$ cat src/rtl/tws_pkg.sv
`timescale 1ns / 1ps
// ----------------------------------------------------------------------------
// tws_pkg
// Shared sizes, operation codes and memory request types of the trie store.
// ----------------------------------------------------------------------------
package tws_pkg;

  localparam int NODES    = 1024;
  localparam int ALPHABET = 26;
  localparam int SLOTS    = NODES * ALPHABET;

  localparam int NODE_W   = $clog2(NODES);
  localparam int FREE_W   = $clog2(NODES + 1);
  localparam int SLOT_W   = $clog2(SLOTS);
  localparam int OP_W     = 2;
  localparam int LETTER_W = 5;

  localparam logic [OP_W-1:0] OP_INSERT = 2'd0;
  localparam logic [OP_W-1:0] OP_SEARCH = 2'd1;
  localparam logic [OP_W-1:0] OP_PREFIX = 2'd2;

  typedef struct packed {
    logic              we;
    logic [SLOT_W-1:0] waddr;
    logic [NODE_W-1:0] wdata;
    logic              re;
    logic [SLOT_W-1:0] raddr;
  } child_req_t;

  typedef struct packed {
    logic              we;
    logic [NODE_W-1:0] waddr;
    logic              wdata;
    logic              re;
    logic [NODE_W-1:0] raddr;
  } mark_req_t;

endpackage

$ cat src/rtl/tws_ctrl.sv
`timescale 1ns / 1ps
// ----------------------------------------------------------------------------
// tws_ctrl
// Walk sequencer: clears the tables after reset, reads child pointers,
// allocates nodes, sets and reads end marks, and holds the result register.
// ----------------------------------------------------------------------------
module tws_ctrl (
  input  logic                         clk,
  input  logic                         rst,
  input  logic                         in_valid,
  output logic                         in_ready,
  input  logic [tws_pkg::OP_W-1:0]     operation,
  input  logic [tws_pkg::LETTER_W-1:0] letter,
  input  logic                         has_letter,
  input  logic                         last,
  output logic                         out_valid,
  input  logic                         out_ready,
  output logic                         found,
  output logic                         status,
  output tws_pkg::child_req_t          child_req,
  input  logic [tws_pkg::NODE_W-1:0]   child_rdata,
  output tws_pkg::mark_req_t           mark_req,
  input  logic                         mark_rdata
);
  import tws_pkg::*;

  localparam logic [2:0] S_CLEAR = 3'd0;
  localparam logic [2:0] S_IDLE  = 3'd1;
  localparam logic [2:0] S_WALK  = 3'd2;
  localparam logic [2:0] S_FIN   = 3'd3;
  localparam logic [2:0] S_MARK  = 3'd4;

  logic [2:0]        state;
  logic [SLOT_W-1:0] clr_cnt;
  logic [FREE_W-1:0] next_free;
  logic [NODE_W-1:0] current_node;
  logic              missed;
  logic              pool_full;
  logic [OP_W-1:0]   op_q;
  logic              last_q;
  logic [SLOT_W-1:0] slot_q;

  logic              accept;
  logic              letter_ok;
  logic [SLOT_W-1:0] slot_in;
  logic              out_free;
  logic              out_load;
  logic              is_insert;
  logic              alloc;
  logic              found_next;
  logic              status_next;

  assign in_ready  = (state == S_IDLE);
  assign accept    = in_valid && in_ready;
  assign letter_ok = has_letter && (32'(letter) < 32'(ALPHABET));
  assign slot_in   = SLOT_W'(current_node) * SLOT_W'(ALPHABET) + SLOT_W'(letter);
  assign out_free  = !out_valid || out_ready;
  assign is_insert = (op_q == OP_INSERT);
  assign alloc     = is_insert && !pool_full && (child_rdata == '0) &&
                     (next_free < FREE_W'(NODES));
  assign out_load  = out_free &&
                     (((state == S_FIN) && (op_q != OP_SEARCH)) || (state == S_MARK));

  // result of the word
  always_comb begin
    found_next  = !missed;
    status_next = 1'b0;
    if (state == S_MARK) begin
      found_next = !missed && mark_rdata;
    end else if (is_insert) begin
      found_next  = !pool_full;
      status_next = pool_full;
    end
  end

  // memory requests
  always_comb begin
    child_req = '0;
    mark_req  = '0;
    unique case (state)
      S_CLEAR: begin
        child_req.we    = 1'b1;
        child_req.waddr = clr_cnt;
        mark_req.we     = 1'b1;
        mark_req.waddr  = clr_cnt[NODE_W-1:0];
      end
      S_IDLE: begin
        child_req.re    = accept && letter_ok;
        child_req.raddr = slot_in;
      end
      S_WALK: begin
        child_req.we    = alloc;
        child_req.waddr = slot_q;
        child_req.wdata = next_free[NODE_W-1:0];
      end
      S_FIN: begin
        mark_req.we    = is_insert && !pool_full && out_free;
        mark_req.waddr = current_node;
        mark_req.wdata = 1'b1;
        mark_req.re    = (op_q == OP_SEARCH);
        mark_req.raddr = current_node;
      end
      S_MARK: begin
        mark_req.re = 1'b0;
      end
      default: begin
        child_req = '0;
      end
    endcase
  end

  always_ff @(posedge clk) begin
    if (rst) begin
      state        <= S_CLEAR;
      clr_cnt      <= '0;
      next_free    <= FREE_W'(1);
      current_node <= '0;
      missed       <= 1'b0;
      pool_full    <= 1'b0;
      out_valid    <= 1'b0;
    end else begin
      if (out_load) begin
        out_valid <= 1'b1;
      end else if (out_ready) begin
        out_valid <= 1'b0;
      end
      unique case (state)
        S_CLEAR: begin
          clr_cnt <= clr_cnt + 1'b1;
          if (clr_cnt == SLOT_W'(SLOTS - 1)) begin
            state <= S_IDLE;
          end
        end
        S_IDLE: begin
          if (accept) begin
            if (letter_ok) begin
              state <= S_WALK;
            end else if (last) begin
              state <= S_FIN;
            end
          end
        end
        S_WALK: begin
          if (is_insert) begin
            if (!pool_full) begin
              if (child_rdata != '0) begin
                current_node <= child_rdata;
              end else if (alloc) begin
                next_free    <= next_free + 1'b1;
                current_node <= next_free[NODE_W-1:0];
              end else begin
                pool_full <= 1'b1;
              end
            end
          end else if (!missed) begin
            if (child_rdata == '0) begin
              missed <= 1'b1;
            end else begin
              current_node <= child_rdata;
            end
          end
          state <= last_q ? S_FIN : S_IDLE;
        end
        S_FIN: begin
          if (op_q == OP_SEARCH) begin
            state <= S_MARK;
          end else if (out_free) begin
            current_node <= '0;
            missed       <= 1'b0;
            pool_full    <= 1'b0;
            state        <= S_IDLE;
          end
        end
        S_MARK: begin
          if (out_free) begin
            current_node <= '0;
            missed       <= 1'b0;
            pool_full    <= 1'b0;
            state        <= S_IDLE;
          end
        end
        default: begin
          state <= S_IDLE;
        end
      endcase
    end
  end

  // word fields and result payload
  always_ff @(posedge clk) begin
    if (accept) begin
      op_q   <= operation;
      last_q <= last;
      slot_q <= slot_in;
    end
    if (out_load) begin
      found  <= found_next;
      status <= status_next;
    end
  end

`ifndef SYNTHESIS
  a_alloc_step: assert property (@(posedge clk) disable iff (rst)
    (state == S_WALK && child_req.we) |=> next_free == FREE_W'($past(next_free) + 1'b1))
    else $error("next_free did not advance on node allocation");

  a_node_alloc: assert property (@(posedge clk) disable iff (rst)
    FREE_W'(current_node) < next_free)
    else $error("current node beyond allocated pool");

  a_full_result: assert property (@(posedge clk) disable iff (rst)
    (out_valid && status) |-> !found)
    else $error("full status with found set");

  a_word_reset: assert property (@(posedge clk) disable iff (rst)
    out_load |=> (current_node == '0 && !missed && !pool_full))
    else $error("walk state not cleared at end of word");
`endif

endmodule

$ cat config.mk
export PLATFORM = sky130hd
export DESIGN_NAME = tws_ctrl
export DESIGN_NICKNAME = d
export VERILOG_FILES = /design/src/rtl/tws_pkg.sv /design/src/rtl/tws_ctrl.sv
export SDC_FILE = /design/constraint.sdc
export NUM_CORES = 1
export LEC_CHECK = 0
export ABC_AREA = 1
export BUFFER_PORTS_ARGS = -buffer_cell sky130_fd_sc_hd__buf_2
export CAP_MARGIN = 30
export CELL_PAD_IN_SITES_DETAIL_PLACEMENT = 0
export CELL_PAD_IN_SITES_GLOBAL_PLACEMENT = 2
export CORE_MARGIN = 8
export CORE_UTILIZATION = 31
export CTS_BUF_LIST = sky130_fd_sc_hd__clkbuf_8
export DETAILED_ROUTE_END_ITERATION = 8
export GPL_ROUTABILITY_DRIVEN = 0
export PLACE_DENSITY_LB_ADDON = 0.1
export SLEW_MARGIN = 15
export SYNTH_ARGS = -nofsm -noshare
export SYNTH_HDL_FRONTEND = slang
export SYNTH_SLANG_ARGS = --single-unit
$ cat constraint.sdc
create_clock -name clk -period 4.3 [get_ports clk]
set_input_delay 1.075 -clock clk [delete_from_list [all_inputs] [get_ports clk]]
set_output_delay 1.075 -clock clk [all_outputs]
set_load 0.01 [all_outputs]
==> impl_metrics.ini <==
[timing]
tightest_slew_ns = 0.878
slew_violations = 0
whs_ns = 0.503
fmax_mhz = 233
min_period_over_period = 1.00
rsz0062_at_grt = true
setup_viol = 0
min_period_ns = 4.30
finalHoldViolCount = 0
fin_ws_ns = 0.0000195
clock_skew_ns = 0.0184
maxSlewHeadroom = 0.412
fin_tns_setup_ns = 0

[global_route]
grt_max_degree = 29
busiest_layer = met2
met2_usage = 0.268
track_usage = 0.159
antenna_found_initial = 0
grt_pass1_vias = 4810
grt_use_met3 = 0.0291
met1_usage = 0.201
grt.overflow.total = 0
grt_pass1_wl_um = 24900

[yosys]
async_flop_share = 0
synthesis.nets = 766
yosys_warnings = 0
ys_dominant_reg_cell = dfxtp_1
syn_inst = 704
synth_top_area_frac = 0.182
yosysSeqAreaShare = 0.311
ys_ff_latch = 62
synth.distinct_cells = 37
synth_top_cell_by_area = dfxtp_1
synth_edf_count = 20
netlist_top_cells_area = dfxtp_1, edfxtp_1, nand2_1, inv_1, ha_1
netlist_area_um2 = 4630
syn_avg_cell_area_um2 = 6.58

[floorplan]
fp.dieH_um = 138
die_w_um = 138
dieArea_um2 = 19100
core-area_um2 = 14600
boundaryPins = 93
std_cell_rows = 44
start_util = 0.317

[setup_path]
worstSetupPathType = register to primary output
arrival_ns = 3.22
critPathMaxFanout = 4
cp.required_ns = 3.22
end_kind = primary output
worst_setup_path_start_kind = register

[placed_design]
port_buffers = 92
dpl.hpwl_um = 12400
pre_cts_slack_ns = 0.0364

[job]
maxCapViolCount = 0

[layout]
drive_gt1_frac = 0.229
n_antenna_cell = 0
syn2layout_area_growth_pct = 26.1
fin_util = 0.400
finalNetCount = 875

[clock_network]
clock_latency_ns = 0.35
numCtsBuffers = 9
cts_tree = built
h-tree-depth = 3
cts.root.buffer_cell = clkbuf_8
cts.reportedPaths.clkPinSlew_ns = 0.07
clock_sinks = 62
clockBufferDepth = 2

[route]
vias = 4751
postRouteAntennaNets = 0
drc = 0
firstDrtPassIters = 5
viasPerCell = 4.74
wl_per_cell_um = 15.5
drtIter0Drc = 235
routed_wirelength_um = 15500

[pwr]
power_density_nw_per_um2 = 191
ir_drop_mv = 0.101
leakagePower_nw = 2.84

[run_status]
status = finished, final reports clean

[worst_hold_path]
min_path_type = register to register
## final cells by class
| cell class | count | area, um2 |
|---|---|---|
| repair buffers | 113 | 629 |
| fillers | 1585 | 8750 |
| inverters | 139 | 522 |
| multi-input cells | 488 | 2840 |
| flip-flops and latches | 62 | 1460 |
| clock inverters | 6 | 31.3 |
| well taps | 184 | 230 |
| clock buffers | 10 | 138 |
## cell usage after synthesis, types with 3 or more instances
cell type and n:
nand4_1 14, nand2_1 154, o21ai_0 48, nor2_1 99
nor3_2 3, a21oi_1 34, xor2_1 10, nor3_1 19
nand3_1 34, inv_1 135, o22ai_1 6, dfxtp_1 42
edfxtp_1 20, fa_1 8, a31oi_1 3, clkbuf_1 12
nor2_2 5, ha_1 30
## per-layer routing
layer	routed length, um	vias to the layer above
met5	0	-
met4	274	0
met3	600	18
met2	7210	106
met1	7420	2180
li1	-	2447
## state kept, by name (all words and copies together) (netlist names)
| name | count |
|---|---|
| clr_cnt | 15 |
| current_node | 10 |
| found | 1 |
| last_q | 1 |
| missed | 1 |
| next_free | 11 |
| op_q | 2 |
| out_valid | 1 |
| pool_full | 1 |
| slot_q | 15 |
| state | 3 |
| status | 1 |
## per-stage QoR
step           cell area [um2]  instances  total power, W
6_report                  5840       1002         0.00112
5_1_grt                   5840       1002         0.00117
4_1_cts                   5660        993         0.00113
3_5_place_dp              5310        972        0.000679
3_3_place_gp              5310        972        0.000678
2_1_floorplan             4630        704        0.000649
## worst max-delay path: stages (launching register included)
cell	delay, ns
dfxtp_4	0.38
ha_4	0.20
fa_1	0.55
inv_2	0.05
fa_2	0.39
inv_2	0.08
nand2_2	0.05
nand2_2	0.07
buf_4	0.11
nand3b_1	0.08
nand2_1	0.08
nand2_1	0.06
nand2_2	0.11
nand2_2	0.08
nor2_4	0.16
nand2_1	0.07
nand2_1	0.06
nand2_1	0.06
nor2_1	0.08
buf_2	0.16
## kinds of logic after synthesis
group	share of synthesized area
and+or+nand+nor	0.311
buffers and inverters	0.126
AOI/OAI and AO/OA	0.113
DFF	0.311
adders and majority gates	0.116
xor gates and xnor gates	0.0227
## path summary, 6_finish.rpt
kind                           startpoint                      to  slack, ns  cells after the start
max          current_node[1]$_SDFFE_PP0P_           child_req[14]    0.00002                     19
min                pool_full$_SDFFE_PP0P_  pool_full$_SDFFE_PP0P_       0.50                      2
max reg2reg  current_node[1]$_SDFFE_PP0P_    slot_q[14]$_DFFE_PP_       1.31                     18
min reg2reg        pool_full$_SDFFE_PP0P_  pool_full$_SDFFE_PP0P_       0.50                      2
## placed cells by master (no fill, tap or decap), types with 6 or more instances in the layout
cell / synthesis / layout
a21oi_1: 34 / 34
buf_2: 2 / 92
buf_4: 1 / 18
clkbuf_8: 0 / 10
dfxtp_1: 42 / 37
edfxtp_1: 20 / 20
fa_1: 8 / 7
ha_1: 30 / 21
ha_4: 0 / 7
inv_1: 135 / 132
inv_2: 2 / 7
nand2_1: 154 / 140
nand2_2: 1 / 14
nand3_1: 34 / 32
nand4_1: 14 / 14
nor2_1: 99 / 93
nor2_2: 5 / 8
nor3_1: 19 / 19
o21ai_0: 48 / 48
o22ai_1: 6 / 6
xor2_1: 10 / 7
## power by group
group / total, W / switching (W) / internal [W]
clock network: 0.000454 / 0.000236 / 0.000219
registers: 0.000603 / 0.00000209 / 0.000601
logic: 0.0000593 / 0.0000365 / 0.0000229
## what timing repair did
action | in CTS | in global routing
buffers inserted | 5 | 9
pin swaps | 15 | 19
setup endpoints to repair | 6 | 7
hold buffers | 0 | 0
resized for setup | 35 | 26
Note: power is estimated with default switching activity, not from simulation.
